--- src/hdl/mfb_pkg.sv ---
package mfb_pkg;

  localparam logic [7:0]  STX_BYTE = 8'hFE;
  localparam logic [15:0] CRC_INIT = 16'hFFFF;

  localparam int CFG_IDX_W = 1;
  localparam logic [CFG_IDX_W-1:0] REG_SYSTEM_ID    = 1'd0;
  localparam logic [CFG_IDX_W-1:0] REG_COMPONENT_ID = 1'd1;

  localparam int CQ_DEPTH = 4;
  localparam int CQ_PTR_W = 2;
  localparam int CQ_CNT_W = 3;

  typedef struct packed {
    logic       first;
    logic       has_data;
    logic       last;
    logic [7:0] msg_id;
    logic [7:0] length;
    logic [7:0] data;
    logic [7:0] seq;
    logic [7:0] sys_id;
    logic [7:0] comp_id;
    logic [7:0] extra;
  } mfb_cmd_t;

  typedef struct packed {
    logic wr_en;
    logic rd_en;
  } mfb_q_ctl_t;

  typedef struct packed {
    logic full;
    logic rd_valid;
  } mfb_q_sts_t;

  function automatic logic [7:0] extra_lookup(input logic [7:0] id);
    logic [7:0] e;
    case (id)
      8'd0:    e = 8'd50;
      8'd30:   e = 8'd39;
      8'd33:   e = 8'd119;
      8'd39:   e = 8'd178;
      8'd86:   e = 8'd34;
      default: e = 8'd0;
    endcase
    return e;
  endfunction

  function automatic logic [15:0] crc_feed(input logic [15:0] acc, input logic [7:0] b);
    logic [7:0] t;
    t = b ^ acc[7:0];
    t = t ^ {t[3:0], 4'b0};
    return {8'h00, acc[15:8]} ^ {t, 8'h00} ^ {5'b0, t, 3'b0} ^ {12'b0, t[7:4]};
  endfunction

endpackage

--- src/hdl/mavlink_v1_frame_builder_crc.sv ---
// channel | ports                                   | word
// input   | in_push / in_full                       | one payload byte with first/last tags
// result  | out_pop / out_empty                     | one frame byte, frame_end on crc high
// config  | cfg_valid / cfg_ready, cfg_index        | system id (0) or component id (1)
//
// one frame byte leaves per cycle while a command waits and out is empty or popped
// a 4-word command queue lets input run ahead during header and crc bursts
// in_full rises only when that queue is full; cfg_ready is always high
// synchronous active-low reset; output register is empty after reset
module mavlink_v1_frame_builder_crc #(
  parameter int SEED_TABLE_DEPTH = 128
) (
  input  logic                          clk,
  input  logic                          rst_n,
  input  logic                          in_push,
  output logic                          in_full,
  input  logic [7:0]                    in_message_id,
  input  logic [7:0]                    in_payload_length,
  input  logic [7:0]                    in_data_byte,
  input  logic                          in_has_data,
  input  logic                          in_first_item,
  input  logic                          in_last_item,
  output logic                          out_empty,
  input  logic                          out_pop,
  output logic [7:0]                    out_out_byte,
  output logic                          out_frame_end,
  input  logic                          cfg_valid,
  output logic                          cfg_ready,
  input  logic [mfb_pkg::CFG_IDX_W-1:0] cfg_index,
  input  logic [7:0]                    cfg_data
);
  import mfb_pkg::*;

  logic       [7:0] sys_id_r, sys_id_nxt;
  logic       [7:0] comp_id_r, comp_id_nxt;
  logic             accept;
  logic             cmd_push;
  mfb_cmd_t         cmd_in;
  mfb_cmd_t         cmd_head;
  mfb_q_ctl_t       q_ctl;
  mfb_q_sts_t       q_sts;
  logic             head_pop;
  logic             out_valid;

  assign cfg_ready = 1'b1;
  assign in_full   = q_sts.full;
  assign accept    = in_push && !q_sts.full;
  assign out_empty = !out_valid;

  always_comb begin
    sys_id_nxt  = sys_id_r;
    comp_id_nxt = comp_id_r;
    if (cfg_valid && cfg_ready) begin
      case (cfg_index)
        REG_SYSTEM_ID:    sys_id_nxt  = cfg_data;
        REG_COMPONENT_ID: comp_id_nxt = cfg_data;
        default:          sys_id_nxt  = sys_id_r;
      endcase
    end
  end

  always_ff @(posedge clk) begin
    if (!rst_n) begin
      sys_id_r  <= 8'd1;
      comp_id_r <= 8'd1;
    end else begin
      sys_id_r  <= sys_id_nxt;
      comp_id_r <= comp_id_nxt;
    end
  end

  mfb_front #(
    .SEED_TABLE_DEPTH(SEED_TABLE_DEPTH)
  ) u_front (
    .clk            (clk),
    .rst_n          (rst_n),
    .accept         (accept),
    .message_id     (in_message_id),
    .payload_length (in_payload_length),
    .data_byte      (in_data_byte),
    .has_data       (in_has_data),
    .first_item     (in_first_item),
    .last_item      (in_last_item),
    .system_id      (sys_id_r),
    .component_id   (comp_id_r),
    .cmd_push       (cmd_push),
    .cmd            (cmd_in)
  );

  assign q_ctl.wr_en = cmd_push;
  assign q_ctl.rd_en = head_pop;

  mfb_cmdq u_cmdq (
    .clk     (clk),
    .rst_n   (rst_n),
    .ctl     (q_ctl),
    .wr_data (cmd_in),
    .sts     (q_sts),
    .rd_data (cmd_head)
  );

  mfb_back u_back (
    .clk           (clk),
    .rst_n         (rst_n),
    .head_valid    (q_sts.rd_valid),
    .head          (cmd_head),
    .head_pop      (head_pop),
    .out_valid     (out_valid),
    .out_pop       (out_pop),
    .out_byte      (out_out_byte),
    .out_frame_end (out_frame_end)
  );

  a_reset_clears: assert property (@(posedge clk) !rst_n |=> out_empty && !in_full)
    else $error("outputs not cleared by reset");

  a_pop_has_cmd: assert property (@(posedge clk) disable iff (!rst_n)
    q_ctl.rd_en |-> q_sts.rd_valid)
    else $error("command queue read while empty");

  a_push_has_room: assert property (@(posedge clk) disable iff (!rst_n)
    q_ctl.wr_en |-> !q_sts.full)
    else $error("command queue written while full");

endmodule

--- src/hdl/mfb_cmdq.sv ---
module mfb_cmdq (
  input  logic               clk,
  input  logic               rst_n,
  input  mfb_pkg::mfb_q_ctl_t ctl,
  input  mfb_pkg::mfb_cmd_t   wr_data,
  output mfb_pkg::mfb_q_sts_t sts,
  output mfb_pkg::mfb_cmd_t   rd_data
);
  import mfb_pkg::*;

  mfb_cmd_t            mem_r [CQ_DEPTH];
  logic [CQ_PTR_W-1:0] wr_ptr_r, wr_ptr_nxt;
  logic [CQ_PTR_W-1:0] rd_ptr_r, rd_ptr_nxt;
  logic [CQ_CNT_W-1:0] cnt_r, cnt_nxt;

  assign sts.full     = (cnt_r == CQ_CNT_W'(CQ_DEPTH));
  assign sts.rd_valid = (cnt_r != '0);
  assign rd_data      = mem_r[rd_ptr_r];

  always_comb begin
    wr_ptr_nxt = wr_ptr_r + CQ_PTR_W'(ctl.wr_en);
    rd_ptr_nxt = rd_ptr_r + CQ_PTR_W'(ctl.rd_en);
    cnt_nxt    = cnt_r + CQ_CNT_W'(ctl.wr_en) - CQ_CNT_W'(ctl.rd_en);
  end

  always_ff @(posedge clk) begin
    if (!rst_n) begin
      wr_ptr_r <= '0;
      rd_ptr_r <= '0;
      cnt_r    <= '0;
    end else begin
      wr_ptr_r <= wr_ptr_nxt;
      rd_ptr_r <= rd_ptr_nxt;
      cnt_r    <= cnt_nxt;
    end
  end

  always_ff @(posedge clk) begin
    if (ctl.wr_en) begin
      mem_r[wr_ptr_r] <= wr_data;
    end
  end

endmodule

--- src/hdl/mfb_front.sv ---
module mfb_front #(
  parameter int SEED_TABLE_DEPTH = 128
) (
  input  logic              clk,
  input  logic              rst_n,
  input  logic              accept,
  input  logic [7:0]        message_id,
  input  logic [7:0]        payload_length,
  input  logic [7:0]        data_byte,
  input  logic              has_data,
  input  logic              first_item,
  input  logic              last_item,
  input  logic [7:0]        system_id,
  input  logic [7:0]        component_id,
  output logic              cmd_push,
  output mfb_pkg::mfb_cmd_t cmd
);
  import mfb_pkg::*;

  logic       in_frame_r, in_frame_nxt;
  logic [7:0] seq_r, seq_nxt;
  logic [7:0] held_msg_r, held_msg_nxt;
  logic       live;
  logic [7:0] msg_sel;

  assign live     = first_item || in_frame_r;
  assign msg_sel  = first_item ? message_id : held_msg_r;
  assign cmd_push = accept && live && (first_item || has_data || last_item);

  always_comb begin
    cmd.first    = first_item;
    cmd.has_data = has_data;
    cmd.last     = last_item;
    cmd.msg_id   = msg_sel;
    cmd.length   = payload_length;
    cmd.data     = data_byte;
    cmd.seq      = seq_r;
    cmd.sys_id   = system_id;
    cmd.comp_id  = component_id;
    cmd.extra    = (9'(msg_sel) < 9'(SEED_TABLE_DEPTH)) ? extra_lookup(msg_sel) : 8'd0;
  end

  always_comb begin
    in_frame_nxt = in_frame_r;
    seq_nxt      = seq_r;
    held_msg_nxt = held_msg_r;
    if (accept && live) begin
      if (first_item) begin
        held_msg_nxt = message_id;
      end
      if (last_item) begin
        in_frame_nxt = 1'b0;
        seq_nxt      = seq_r + 8'd1;
      end else begin
        in_frame_nxt = 1'b1;
      end
    end
  end

  always_ff @(posedge clk) begin
    if (!rst_n) begin
      in_frame_r <= 1'b0;
      seq_r      <= '0;
      held_msg_r <= '0;
    end else begin
      in_frame_r <= in_frame_nxt;
      seq_r      <= seq_nxt;
      held_msg_r <= held_msg_nxt;
    end
  end

endmodule

--- src/hdl/mfb_back.sv ---
module mfb_back (
  input  logic              clk,
  input  logic              rst_n,
  input  logic              head_valid,
  input  mfb_pkg::mfb_cmd_t head,
  output logic              head_pop,
  output logic              out_valid,
  input  logic              out_pop,
  output logic [7:0]        out_byte,
  output logic              out_frame_end
);
  import mfb_pkg::*;

  localparam logic [3:0] ST_STX  = 4'd0;
  localparam logic [3:0] ST_LEN  = 4'd1;
  localparam logic [3:0] ST_SEQ  = 4'd2;
  localparam logic [3:0] ST_SYS  = 4'd3;
  localparam logic [3:0] ST_COMP = 4'd4;
  localparam logic [3:0] ST_MSG  = 4'd5;
  localparam logic [3:0] ST_DATA = 4'd6;
  localparam logic [3:0] ST_CRCL = 4'd7;
  localparam logic [3:0] ST_CRCH = 4'd8;

  logic        started_r, started_nxt;
  logic [3:0]  step_r, step_nxt;
  logic [15:0] crc_r, crc_nxt;
  logic        valid_r, valid_nxt;
  logic [7:0]  byte_r, byte_nxt;
  logic        end_r, end_nxt;

  logic [3:0]  cur;
  logic [3:0]  after;
  logic        done;
  logic        advance;
  logic [7:0]  cur_byte;
  logic [15:0] crc_fin;

  assign advance       = head_valid && (!valid_r || out_pop);
  assign head_pop      = advance && done;
  assign out_valid     = valid_r;
  assign out_byte      = byte_r;
  assign out_frame_end = end_r;
  assign crc_fin       = crc_feed(crc_r, head.extra);

  always_comb begin
    if (started_r) begin
      cur = step_r;
    end else if (head.first) begin
      cur = ST_STX;
    end else if (head.has_data) begin
      cur = ST_DATA;
    end else begin
      cur = ST_CRCL;
    end
  end

  always_comb begin
    after = ST_STX;
    done  = 1'b0;
    case (cur)
      ST_STX, ST_LEN, ST_SEQ, ST_SYS, ST_COMP: after = cur + 4'd1;
      ST_MSG: begin
        if (head.has_data) begin
          after = ST_DATA;
        end else if (head.last) begin
          after = ST_CRCL;
        end else begin
          done = 1'b1;
        end
      end
      ST_DATA: begin
        if (head.last) begin
          after = ST_CRCL;
        end else begin
          done = 1'b1;
        end
      end
      ST_CRCL: after = ST_CRCH;
      default: done = 1'b1;
    endcase
  end

  always_comb begin
    case (cur)
      ST_STX:  cur_byte = STX_BYTE;
      ST_LEN:  cur_byte = head.length;
      ST_SEQ:  cur_byte = head.seq;
      ST_SYS:  cur_byte = head.sys_id;
      ST_COMP: cur_byte = head.comp_id;
      ST_MSG:  cur_byte = head.msg_id;
      ST_DATA: cur_byte = head.data;
      ST_CRCL: cur_byte = crc_fin[7:0];
      default: cur_byte = crc_r[15:8];
    endcase
  end

  always_comb begin
    started_nxt = started_r;
    step_nxt    = step_r;
    crc_nxt     = crc_r;
    valid_nxt   = valid_r && !out_pop;
    byte_nxt    = byte_r;
    end_nxt     = end_r;
    if (advance) begin
      started_nxt = !done;
      step_nxt    = after;
      valid_nxt   = 1'b1;
      byte_nxt    = cur_byte;
      end_nxt     = (cur == ST_CRCH);
      case (cur)
        ST_STX:  crc_nxt = CRC_INIT;
        ST_CRCL: crc_nxt = crc_fin;
        ST_CRCH: crc_nxt = CRC_INIT;
        default: crc_nxt = crc_feed(crc_r, cur_byte);
      endcase
    end
  end

  always_ff @(posedge clk) begin
    if (!rst_n) begin
      started_r <= 1'b0;
      step_r    <= ST_STX;
      crc_r     <= CRC_INIT;
      valid_r   <= 1'b0;
    end else begin
      started_r <= started_nxt;
      step_r    <= step_nxt;
      crc_r     <= crc_nxt;
      valid_r   <= valid_nxt;
    end
  end

  always_ff @(posedge clk) begin
    byte_r <= byte_nxt;
    end_r  <= end_nxt;
  end

endmodule

--- config.mk ---
export PLATFORM = sky130hd
export DESIGN_NAME = mavlink_v1_frame_builder_crc
export DESIGN_NICKNAME = d
export VERILOG_FILES = /design/src/hdl/mfb_pkg.sv /design/src/hdl/mavlink_v1_frame_builder_crc.sv /design/src/hdl/mfb_cmdq.sv /design/src/hdl/mfb_front.sv /design/src/hdl/mfb_back.sv
export SDC_FILE = /design/constraint.sdc
export NUM_CORES = 1
export LEC_CHECK = 0
export BUFFER_PORTS_ARGS = -buffer_cell sky130_fd_sc_hd__clkbuf_2
export CORE_UTILIZATION = 30
export CTS_CLUSTER_SIZE = 25
export DETAILED_ROUTE_END_ITERATION = 8
export PLACE_DENSITY = 0.51
export SYNTH_ARGS = -nofsm -noshare
export SYNTH_HDL_FRONTEND = slang
export SYNTH_SLANG_ARGS = --single-unit
--- constraint.sdc ---
create_clock -name clk -period 11.95 [get_ports clk]
set_input_delay 1.195 -clock clk [delete_from_list [all_inputs] [get_ports clk]]
set_output_delay 1.195 -clock clk [all_outputs]
set_load 0.005 [all_outputs]
# Word level (Yosys, flattened, before mapping)
# Memories as Yosys holds them, arrays and structs flattened. A register that Yosys moved wholly into a read port is not among the register bits.
# Index checks and enable logic that the tools add are counted.
# word_totals
ramBits	236
latchBits	0
word_cells	88
reg_bits	71
mem_bits_ro	0
memories	1
# classes
eq_ne	13
n_reduce_logical	23
order_cmp	1
n_shift	0
n_addsub	6
n_mux	19
bitwise_logic	11
div_mod_pow	0
n_mul	0
# memory_table
memory	depth	width	rd	rd_ports_with_merged_regs	write_ports	line	source
u_cmdq.mem_r	4	59	1	1	1	mfb_cmdq.sv:11	mfb_cmd_t mem_r [CQ_DEPTH];
# ops
operator	count
$pmux 8 s8	1
$pmux 8 s5	1
$pmux 16 s2	1
$xor 16x11->16	2
$xor 16x4->16	2
$xor 8x16->16	2
$xor 8x8->8	4
$eq 4x3->1 const B	4
$eq 8x6->1 const B	2
$mux 8	2
$pmux 4 s4	1
$mux 4	3
$add 8x1->8 const B	1
$eq 4x2->1 const B	2
$eq 8x5->1 const B	1
$eq 8x7->1 const B	1
$logic_not 8->1	1
$lt 8x8->1 const B	1
$mux 1	7
$logic_and 1x1->1	6
$reduce_and 2->1	3
$reduce_or 6->1	1
$reduce_or 5->1	1
$add 2x1->2	2
other kinds (15)	21

# Logic depth before layout (Yosys ltp)
# Gate-level depths: netlist (run 1).
# depth
word_depth	12
ltp_mapped	23
depth_no_buf	16

# Hierarchy
# Synthesis (run 1) repeated with hierarchy kept, for this count alone.
# hier_totals
hier_cells	865
hier_area_um2	13714.4
# modules_own_cells
module	n_inst	seq_area_each_um2	area_each_um2	cells_each
mfb_cmdq	1	7226.9	8867.3	342
mfb_back	1	710.7	2829.0	305
mfb_front	1	340.3	1363.8	150
mavlink_v1_frame_builder_crc	1	320.3	654.4	68

# Least setup slack after synthesis (run 1)
# OpenSTA, ideal clock, no wires.
# synth_path
path_type	input port to flip-flop
start	input in_first_item
end	memory u_cmdq.mem_r[0][10] (netlist bit), enable pin
required_time_ps	11400
t_arrival_ps	6502
setup_ps	550
setup_slack_ps	4898
path_stages	5
cell_sequence	clkbuf_1 -> o21ai_0 -> nor2_1 -> o31a_1 -> nor3b_1
# synth_between
elab_chain_cells	5
word_cells_on_any_way	7
# synth_rtl
item	line	source
start, declared	mavlink_v1_frame_builder_crc.sv:21	input logic in_first_item,
$logic_or 1x1->1 (on tied branches)	mfb_front.sv:26, mfb_front.sv:28	
$logic_and 1x1->1 or $logic_or 1x1->1 (tied branches)	mfb_front.sv:28	assign cmd_push = accept && live && (first_item || has_data || last_item);
$logic_and 1x1->1 *	mfb_front.sv:28	
$mux 1 *	mfb_cmdq.sv:39	if (ctl.wr_en) begin
$mux 1 (not written as such) *	mfb_cmdq.sv:40	mem_r[wr_ptr_r] <= wr_data;
end, declared	mfb_cmdq.sv:11	
# Every way passes the cells marked *; elsewhere a longest branch is shown, timed or not.

==> results of run 1 <==
[power groups by stage]
| stage | combinational (W) | sequential [W] | clock (W) |
|---|---|---|---|
| 2_1_floorplan | 0.000627 | 0.00127 | 0 |
| 3_5_place_dp | 0.000830 | 0.00130 | 0 |
| 3_3_place_gp | 0.000829 | 0.00130 | 0 |
| 4_1_cts | 0.000834 | 0.00127 | 0.000932 |
| 5_1_grt | 0.000906 | 0.00128 | 0.000967 |
| 6_report | 0.000831 | 0.00127 | 0.000910 |
[placed cells by master (no fill, tap or decap), drive strengths merged, types with 7 or more instances in the layout]
master / synthesis / layout
nand2: 69 / 69
and3: 7 / 7
a21boi: 17 / 17
o211a: 7 / 7
nor4: 7 / 7
inv: 22 / 24
buf: 20 / 10
mux2i: 16 / 16
nor2: 31 / 31
clkbuf: 27 / 85
o21ai: 17 / 17
clkinv: 1 / 17
dfxtp: 62 / 62
xnor2: 30 / 30
edfxtp: 233 / 233
nand4: 8 / 8
xor2: 11 / 11
nand3: 55 / 55
a21oi: 17 / 17
and2: 19 / 19
nor3: 12 / 12
ha: 9 / 9
mux4: 52 / 52
[worst max path at each step]
stage	start	end	slack [ns]	depth (start not counted)
4_1_cts	u_cmdq.rd_ptr_r[1]	u_back.crc_r[1]	6.75	12
5_1_grt	u_cmdq.rd_ptr_r[1]	u_back.crc_r[1]	6.41	12
2_1_floorplan	in_first_item	u_cmdq.mem_r[0][10]	4.90	5
3_5_place_dp	u_cmdq.rd_ptr_r[1]	u_back.crc_r[1]	6.76	12
6_report	u_cmdq.rd_ptr_r[1]	u_back.crc_r[1]	6.83	12
3_3_place_gp	u_cmdq.rd_ptr_r[1]	u_back.crc_r[1]	6.97	12
[Yosys cell counts, drive strengths merged, types with 12 or more instances]
master	number
and2	19
nor3	12
inv	22
dfxtp	62
mux4	52
a21boi	17
nand3	55
o21ai	17
a21oi	17
nor2	31
xnor2	30
clkbuf	27
buf	20
edfxtp	233
mux2i	16
nand2	69
[sequential cells by signal (all words and copies together), names as in the netlist, 4 cells and up]
name                count
u_back.crc_r           16
comp_id_r               8
sys_id_r                8
u_back.step_r           4
u_front.held_msg_r      8
u_front.seq_r           8
u_back.out_byte         8
u_cmdq.mem_r          224
[metal layers]
| metal | GRT usage, % | wire length (um) | part of all wire (%) | vias up |
|---|---|---|---|---|
| met5 | 0 | 0 | 0 | - |
| met2 | 21.81 | 13470 | 47 | 142 |
| met1 | 18.68 | 13280 | 46 | 3624 |
| met4 | 4.041 | 702 | 2.4 | 0 |
| li1 | - | - | - | 3350 |
| met3 | 2.355 | 1207 | 4.2 | 47 |
[stage by stage]
stage / utilization (%) / instance area, sq um
2_1_floorplan: - / 12590
3_5_place_dp: 32.52 / 13370
3_3_place_gp: 32.52 / 13370
6_report: 34.86 / 14330
4_1_cts: 34.86 / 14330
5_1_grt: 34.86 / 14330
[logic make-up after synthesis]
family                     after synthesis  share of synthesized area [%]
DFF                                    295                          65.41
and+or+nand+nor                        234                          9.150
AOI/OAI and AO/OA                      117                          6.904
muxes                                   72                          10.93
buffers and inverters                   70                          2.692
xor gates and xnor gates                45                          3.835
adders and majority gates               10                          1.053
other                                    1                        0.02977
[worst max-delay path, stage by stage, from the launching register on]
cell and delay [ns]:
dfxtp_2 0.53, buf_4 0.69, mux4_2 0.46, nor3_1 0.18, a21o_1 0.17, ha_1 0.52
inv_1 0.12, nor2_1 0.91, a211oi_1 0.17, nor3_1 0.48, nand3_1 0.15, and4_1 0.24
o32a_1 0.32
[cell type report]
class / count / area share (%)
clock buffers: 34 / 5.492
clock inverters: 23 / 1.214
inverters: 23 / 0.6024
multi-input cells: 479 / 28.23
flip-flops and latches: 295 / 57.52
well taps: 532 / 4.645
repair buffers: 61 / 2.305
==> impl_metrics.json, run 1 <==
{
  "status": "finished, violations left",
  "violations": "DRC",
  "wl_per_cell_um": 19.81,
  "regArea_sq_um": 8243,
  "hold_depth": 2,
  "final_hold_viol_count": 0,
  "p_switching_w": 0.0009407,
  "clockBufferDepth": 3,
  "async_flop_share_pct": 0,
  "cp-end-kind": "flip-flop",
  "initial_core_util_pct": 30.64,
  "cts.clk_slew.worst_paths_ns": 0.06,
  "power_w": 0.003015,
  "tightestPinTransition_ns": 1.167,
  "tritoncts": "built",
  "clockPowerShare_pct": 30.2,
  "fin_nets": 942,
  "fp.dieArea_sq_um": 42810,
  "fin_skew_ns": 0.02174,
  "vdd_drop_max_uv": 97.36,
  "reg2reg_slack_ns": 6.83,
  "drt_pass1_iterations": 8,
  "startpoint_type": "flip-flop",
  "max_freq_mhz": 195.4,
  "synth_area_leaders": "edfxtp_1 (56%), dfxtp_1 (9.9%), mux4_2 (9.3%)",
  "pwr-share-seq_pct": 42.2,
  "multiInputGateArea_sq_um": 4045,
  "netlist_area_sq_um": 12590,
  "power.internal_w": 0.002074,
  "drive_above_1_share_pct": 20.33,
  "p_leak_nw": 4.944,
  "gp_congestion": 0.8207,
  "portBuffers": 51,
  "dp.cells": 1390,
  "die_w_um": 206.9,
  "avgSynthCellArea_sq_um": 14.92,
  "rsz0062_at_grt": "no",
  "comb_power_share_pct": 27.6,
  "synth_cell_types": 72,
  "slew_violations": 0,
  "min_to": "u_back.out_valid",
  "hold_class": "reg2reg",
  "rr_endpoint": "u_back.crc_r[1]",
  "cts_buffers": 31,
  "relSlewSlack_pct": 21.94,
  "synth.ff_latch_count": 295,
  "antenna_found_initial": 0,
  "rr_startpoint": "u_cmdq.rd_ptr_r[1]",
  "synth-edff-count": 233,
  "worstSkewPairLatency_ns": 0.56,
  "preCtsSetupSlack_ns": 6.763,
  "grt_pass1_wl_um": 43590,
  "synthFlopType": "edfxtp_1",
  "ios": 53,
  "crit_arrival_ns": 5.55,
  "cts-root-buf": "clkbuf_16",
  "synth_top_cell_by_area": "edfxtp_1",
  "setup_violations": 0,
  "fillers": 3992,
  "grt_overflow_total": 0,
  "rows": 74,
  "cts.sinks": 295,
  "tns_ns": 0,
  "synthToLayoutAreaGrowth_pct": 13.79,
  "detail-route-antenna-nets": 0,
  "synth_top_area_share_pct": 55.55,
  "cts_setup_buffers": 0,
  "swShare_pct": 31.21,
  "setup_ws_ns": 6.832,
  "hold_buffers": 0,
  "die_height_um": 206.9,
  "yosys_warnings": 0,
  "power_density_nw_per_um2": 210.4,
  "grt_max_degree": 59,
  "drtIter0Drc": 470,
  "cp.required_ns": 12.39,
  "maxCapViolCount": 0,
  "crit_type": "reg2reg",
  "post-route-period-util_pct": 42.82,
  "reg2reg_depth": 12,
  "htree_levels": 1,
  "synth_cells": 844,
  "yosysSeqAreaShare_pct": 65.41,
  "routed_wl_um": 28660,
  "vias_per_cell": 4.950,
  "num_antenna_cells": 0,
  "grt_usage_pct": 13.55,
  "dp_hpwl_um": 18850,
  "whs_ns": 0.4935,
  "core_area_sq_um": 41110,
  "syn_nets": 895,
  "drcViolationCount": 4,
  "finalCriticalPeriod_ns": 5.118,
  "critPathMaxFanout": 51,
  "grt_pass1_vias": 7146,
  "fin_cells": 1447,
  "hold_start": "u_back.out_valid",
  "cts_resized": 0,
  "vias": 7163
}
(Power assumes the default switching activity.)
==> inputs of run 2 (changes only) <==
Clock period 11.95 ns to 5.24 ns, I/O delays scaled along.
==> run 2 against run 1 <==
  * The run still ends with DRC left
  * Core utilization increased by 0.72 points
  * Non-clock buffer count increased by 7
  * Global-route usage increased by 0.42 points
  * Critical path type unchanged
  * Cell count increased by 0.62%
  * Register-to-register slack got worse by 5.9 ns
  * Largest cell class unchanged
  * Die area unchanged
==> impl_metrics.json, run 2 (same netlist as run 1, synthesis figures left out) <==
{
  "fin_util_pct": 35.58,
  "post-route-period-util_pct": 82.23,
  "hold_class": "in2reg",
  "violations": "DRC",
  "setup_violations": 0,
  "largest-register": "u_cmdq.mem_r",
  "cts_buffers": 31,
  "swShare_pct": 30.06,
  "slew_violations": 0,
  "maxCapViolCount": 0,
  "dp_hpwl_um": 19060,
  "crit_arrival_ns": 4.77,
  "grt_usage_pct": 13.97,
  "cts-root-buf": "clkbuf_16",
  "relSlewSlack_pct": 41.48,
  "tritoncts": "built",
  "status": "finished, violations left",
  "vias_per_cell": 4.895,
  "drt_pass1_iterations": 9,
  "cts_resized": 0,
  "cp-end-kind": "flip-flop",
  "portBuffers": 51,
  "die_w_um": 206.9,
  "p_switching_w": 0.002194,
  "grt_overflow_total": 0,
  "reg.largest.list": "u_cmdq.mem_r (224), u_back.crc_r (16)",
  "fp.dieArea_sq_um": 42810,
  "worstSkewPairLatency_ns": 0.57,
  "ios": 53,
  "reg2reg_depth": 14,
  "hold_buffers": 0,
  "cts.sinks": 295,
  "grt_pass1_wl_um": 44580,
  "p_leak_nw": 5.078,
  "vdd_drop_max_uv": 321.4,
  "min_to": "u_cmdq.mem_r[1][46]",
  "final_common_cell": "edfxtp_1",
  "tightestPinTransition_ns": 0.8778,
  "comb_power_share_pct": 26.3,
  "synthToLayoutAreaGrowth_pct": 16.12,
  "die_height_um": 206.9,
  "clockBufferDepth": 3,
  "rows": 74,
  "initial_core_util_pct": 30.64,
  "fin_nets": 949,
  "drive_above_1_share_pct": 21.56,
  "grt_pass1_vias": 7115,
  "reg2reg_slack_ns": 0.93,
  "clockPowerShare_pct": 33.8,
  "htree_levels": 1,
  "crit_type": "reg2reg",
  "pwr-share-seq_pct": 39.9,
  "routed_wl_um": 29090,
  "gp_congestion": 0.8110,
  "max_freq_mhz": 232.1,
  "rsz0062_at_grt": "no",
  "core_area_sq_um": 41110,
  "rr_endpoint": "u_back.crc_r[1]",
  "hold_start": "in_payload_length[6]",
  "power_density_nw_per_um2": 499.0,
  "cts.clk_slew.worst_paths_ns": 0.07,
  "fin_skew_ns": 0.01065,
  "critPathMaxFanout": 21,
  "drtIter0Drc": 612,
  "finalCriticalPeriod_ns": 4.309,
  "drcViolationCount": 4,
  "power_w": 0.007298,
  "antenna_found_initial": 0,
  "startpoint_type": "flip-flop",
  "hold_depth": 1,
  "rr_startpoint": "u_cmdq.rd_ptr_r[0]",
  "largest_reg_flops": 224,
  "grt_max_degree": 59,
  "cts_setup_buffers": 0,
  "tns_ns": 0,
  "final_hold_viol_count": 0,
  "power.internal_w": 0.005104,
  "detail-route-antenna-nets": 0,
  "vias": 7127,
  "cp.required_ns": 5.70,
  "most-common-layout-cells": "edfxtp_1 (233), nand2_1 (69), dfxtp_1 (60)",
  "wl_per_cell_um": 19.98
}
-- run 2: worst max path at each step --
| stage | from | to | slack (ns) | cells past startpoint |
|---|---|---|---|---|
| floorplan | in_first_item | u_cmdq.mem_r[1][10] | 0.67 | 6 |
| global placement | u_cmdq.rd_ptr_r[0] | u_back.crc_r[1] | 1.01 | 14 |
| detailed placement | u_cmdq.rd_ptr_r[0] | u_back.crc_r[1] | 0.92 | 14 |
| CTS | u_cmdq.rd_ptr_r[0] | u_back.crc_r[1] | 0.91 | 14 |
| global route | u_cmdq.rd_ptr_r[0] | u_back.crc_r[1] | 0.63 | 14 |
| finish | u_cmdq.rd_ptr_r[0] | u_back.crc_r[1] | 0.93 | 14 |
-- run 2: metal layers --
| metal | track usage [%] | part of all wire, % | vias to the layer above |
|---|---|---|---|
| met1 | 19.73 | 46 | 3596 |
| met5 | 0 | 0 | - |
| li1 | - | - | 3367 |
| met4 | 4.145 | 1.9 | 0 |
| met2 | 22.25 | 47 | 129 |
| met3 | 2.025 | 4.1 | 35 |
-- run 2: power groups by stage --
stage / Clock (W) / Combinational, W / Sequential, W
4_1_cts: 0.00253 / 0.00193 / 0.00291
3_3_place_gp: 0 / 0.00191 / 0.00296
6_report: 0.00247 / 0.00192 / 0.00291
2_1_floorplan: 0 / 0.00143 / 0.00290
3_5_place_dp: 0 / 0.00192 / 0.00296
5_1_grt: 0.00261 / 0.00210 / 0.00294
-- run 2: area by class of cell --
cell class              instances  area [sq um]
well taps                     532         665.6
inverters                      23         86.33
clock buffers                  34         787.0
fillers                      3957         26480
repair buffers                 68         420.4
multi-input cells             479          4051
flip-flops and latches        295          8243
diodes                          1         2.502
clock inverters                24         369.1
-- run 2: worst max-delay path, stage by stage (launching register included) --
cell and delay (ns):
dfxtp_4 0.60, mux4_2 0.58, nor3_1 0.19, a21o_1 0.17
inv_1 0.09, ha_1 0.36, nor2b_1 0.20, o21a_1 0.19
nor2_1 0.34, nand4_1 0.17, nor4b_1 0.27, nor3_1 0.14
or3_1 0.38, and4_1 0.20, o32a_1 0.32
-- run 2: per-stage QoR --
step                      cell area, sq um  hold slack (ns)  std cells  setup WS, ns
after floorplan                      12600           0.4547        844        0.6703
after global placement               13470           0.4769       1397         1.009
after detailed placement             13470           0.4752       1397        0.9246
after CTS                            14620           0.1435       1455        0.9149
after global routing                 14620           0.1589       1455        0.6312
final                                14630           0.1697       1456        0.9312
==> inputs of run 3 (changes only) <==
Clock period 5.24 ns to 4.5 ns, I/O delays scaled along.
==> run 3 against run 2 <==
  * Via count up 1.7%
  * Setup slack got worse by 0.56 ns
  * The run still ends with DRC left
  * Highest routed layer unchanged
  * Worst hold slack got worse by 0.016 ns
  * Largest power group unchanged
  * Critical endpoint is now u_back.crc_r[12]
  * Combinational power rose by 19%
==> impl_metrics.json, run 3 (same netlist as run 1, synthesis figures left out) <==
{
  "detail-route-antenna-nets": 0,
  "reg2reg_depth": 14,
  "cp.required_ns": 4.86,
  "cts.sinks": 295,
  "die_w_um": 206.9,
  "power.internal_w": 0.006028,
  "reg2reg_slack_ns": 0.37,
  "drive_above_1_share_pct": 21.61,
  "power_density_nw_per_um2": 585.7,
  "gp_congestion": 0.8040,
  "cts_buffers": 34,
  "core_area_sq_um": 41110,
  "crit_slowest_cell": "mux4_2",
  "dp_hpwl_um": 18990,
  "initial_core_util_pct": 30.64,
  "placed_area_sq_um": 13500,
  "synthToLayoutAreaGrowth_pct": 16.77,
  "crit_type": "reg2reg",
  "grt_overflow_total": 0,
  "post-route-period-util_pct": 91.83,
  "drtIter0Drc": 593,
  "rr_startpoint": "u_cmdq.rd_ptr_r[0]",
  "worstSkewPairLatency_ns": 0.52,
  "grt_usage_pct": 14.06,
  "final_common_cell": "edfxtp_1",
  "crit_start": "u_cmdq.rd_ptr_r[0]",
  "hold_buffers": 0,
  "hold_class": "in2reg",
  "tns_ns": 0,
  "cp-end-kind": "flip-flop",
  "htree_levels": 2,
  "largest_reg_flops": 224,
  "die_height_um": 206.9,
  "slew_violations": 0,
  "cts-root-buf": "clkbuf_16",
  "rsz0062_at_grt": "no",
  "max_freq_mhz": 242.0,
  "portBuffers": 51,
  "fin_skew_ns": 0.02538,
  "p_switching_w": 0.002586,
  "reg.largest.list": "u_cmdq.mem_r (224), u_back.crc_r (16)",
  "fin_nets": 955,
  "clockPowerShare_pct": 34.2,
  "vias_per_cell": 4.960,
  "most-common-layout-cells": "edfxtp_1 (233), nand2_1 (69), dfxtp_1 (60)",
  "pwr-share-seq_pct": 39.1,
  "setup_ws_ns": 0.3676,
  "whs_ns": 0.1542,
  "crit_path_max_incr_delay_ns": 0.56,
  "num_antenna_cells": 0,
  "tightestPinTransition_ns": 0.8123,
  "ios": 53,
  "violations": "DRC",
  "startpoint_type": "flip-flop",
  "design_area_sq_um": 14710,
  "grt_pass1_wl_um": 45150,
  "drt_pass1_iterations": 9,
  "cts.clk_slew.worst_paths_ns": 0.06,
  "rows": 74,
  "comb_power_share_pct": 26.6,
  "critPathMaxFanout": 18,
  "cts_resized": 0,
  "final_hold_viol_count": 0,
  "crit_family": "compound AO/OA/AOI/OAI gates",
  "worstPathCellList": "mux4_2 > nor3_1 > a21o_1 > inv_1 > ha_1 > nand2b_1 > o22ai_1 > a21o_1 > a211oi_1 > o211ai_1 > o21a_2 > xnor3_1 > o211ai_1 > o211ai_1",
  "p_leak_nw": 5.126,
  "grt_max_degree": 58,
  "grt_pass1_vias": 7311,
  "fin_cells": 1462,
  "dp.cells": 1400,
  "relSlewSlack_pct": 45.83,
  "antenna_found_initial": 0,
  "vdd_drop_max_uv": 206.1,
  "preCtsSetupSlack_ns": 0.4217,
  "worstPathBufferInverterCount": 1,
  "routed_wl_um": 29210,
  "vias": 7251,
  "drcViolationCount": 2,
  "clockBufferDepth": 3,
  "cp.depth": 14,
  "swShare_pct": 30.02,
  "setup_violations": 0,
  "largest-register": "u_cmdq.mem_r",
  "fillers": 3938,
  "maxCapViolCount": 0,
  "rr_endpoint": "u_back.crc_r[12]",
  "cp-endpoint": "u_back.crc_r[12]",
  "wl_per_cell_um": 19.98,
  "fp.dieArea_sq_um": 42810,
  "cp_common_cell": "o211ai_1",
  "cts_setup_buffers": 0,
  "crit_arrival_ns": 4.49,
  "finalCriticalPeriod_ns": 4.132,
  "tritoncts": "built",
  "status": "finished, violations left"
}
==> run 3: cell types whose count changed in the layout (fill, tap and decap cells not counted) <==
cell,before,now
buf_12,3,4
buf_4,14,16
bufinv_16,9,6
clkbuf_1,3,8
clkbuf_16,31,35
clkbuf_8,0,3
clkinv_2,7,5
clkinv_4,0,1
clkinvlp_4,3,0
diode_2,1,0
inv_16,0,1
inv_6,3,1
==> run 3: per-layer routing <==
metal	wire length, um	track usage, %
met5	0	0
met4	550	3.832
met3	1316	2.198
met2	13730	22.38
met1	13610	19.87
==> run 3: through the flow <==
| stage | utilization, % | power [W] |
|---|---|---|
| 3_5_place_dp | 32.84 | 0.005723 |
| 2_1_floorplan | - | 0.005045 |
| 4_1_cts | 35.77 | 0.008695 |
| 3_3_place_gp | 32.84 | 0.005709 |
| 5_1_grt | 35.77 | 0.009031 |
| 6_report | 35.77 | 0.008613 |
==> run 3: how the worst min path moves through the flow <==
stage,start,endpoint,slack [ns],depth (start not counted)
finish,in_data_byte[3],u_cmdq.mem_r[3][35],0.15,1
global route,in_data_byte[3],u_cmdq.mem_r[3][35],0.14,1
CTS,in_payload_length[1],u_cmdq.mem_r[2][41],0.14,1
detailed placement,u_back.out_valid,u_back.out_valid,0.48,2
global placement,u_back.out_valid,u_back.out_valid,0.47,2
floorplan,u_back.out_valid,u_back.out_valid,0.45,2
==> run 3: power groups by stage <==
stage                     sequential [W]  clock, W  combinational [W]
after floorplan                  0.00338         0            0.00167
after global placement           0.00343         0            0.00228
after detailed placement         0.00343         0            0.00230
after CTS                        0.00337   0.00302            0.00230
after global routing             0.00340   0.00312            0.00252
final                            0.00337   0.00295            0.00229
==> run 3: final cells by class <==
cell class              count  area (sq um)  area share, %
multi-input cells         479          4051          27.55
clock buffers              46         947.2          6.440
repair buffers             71         455.4          3.097
flip-flops and latches    295          8243          56.05
clock inverters            16         257.7          1.753
well taps                 532         665.6          4.526
inverters                  23         86.33         0.5870
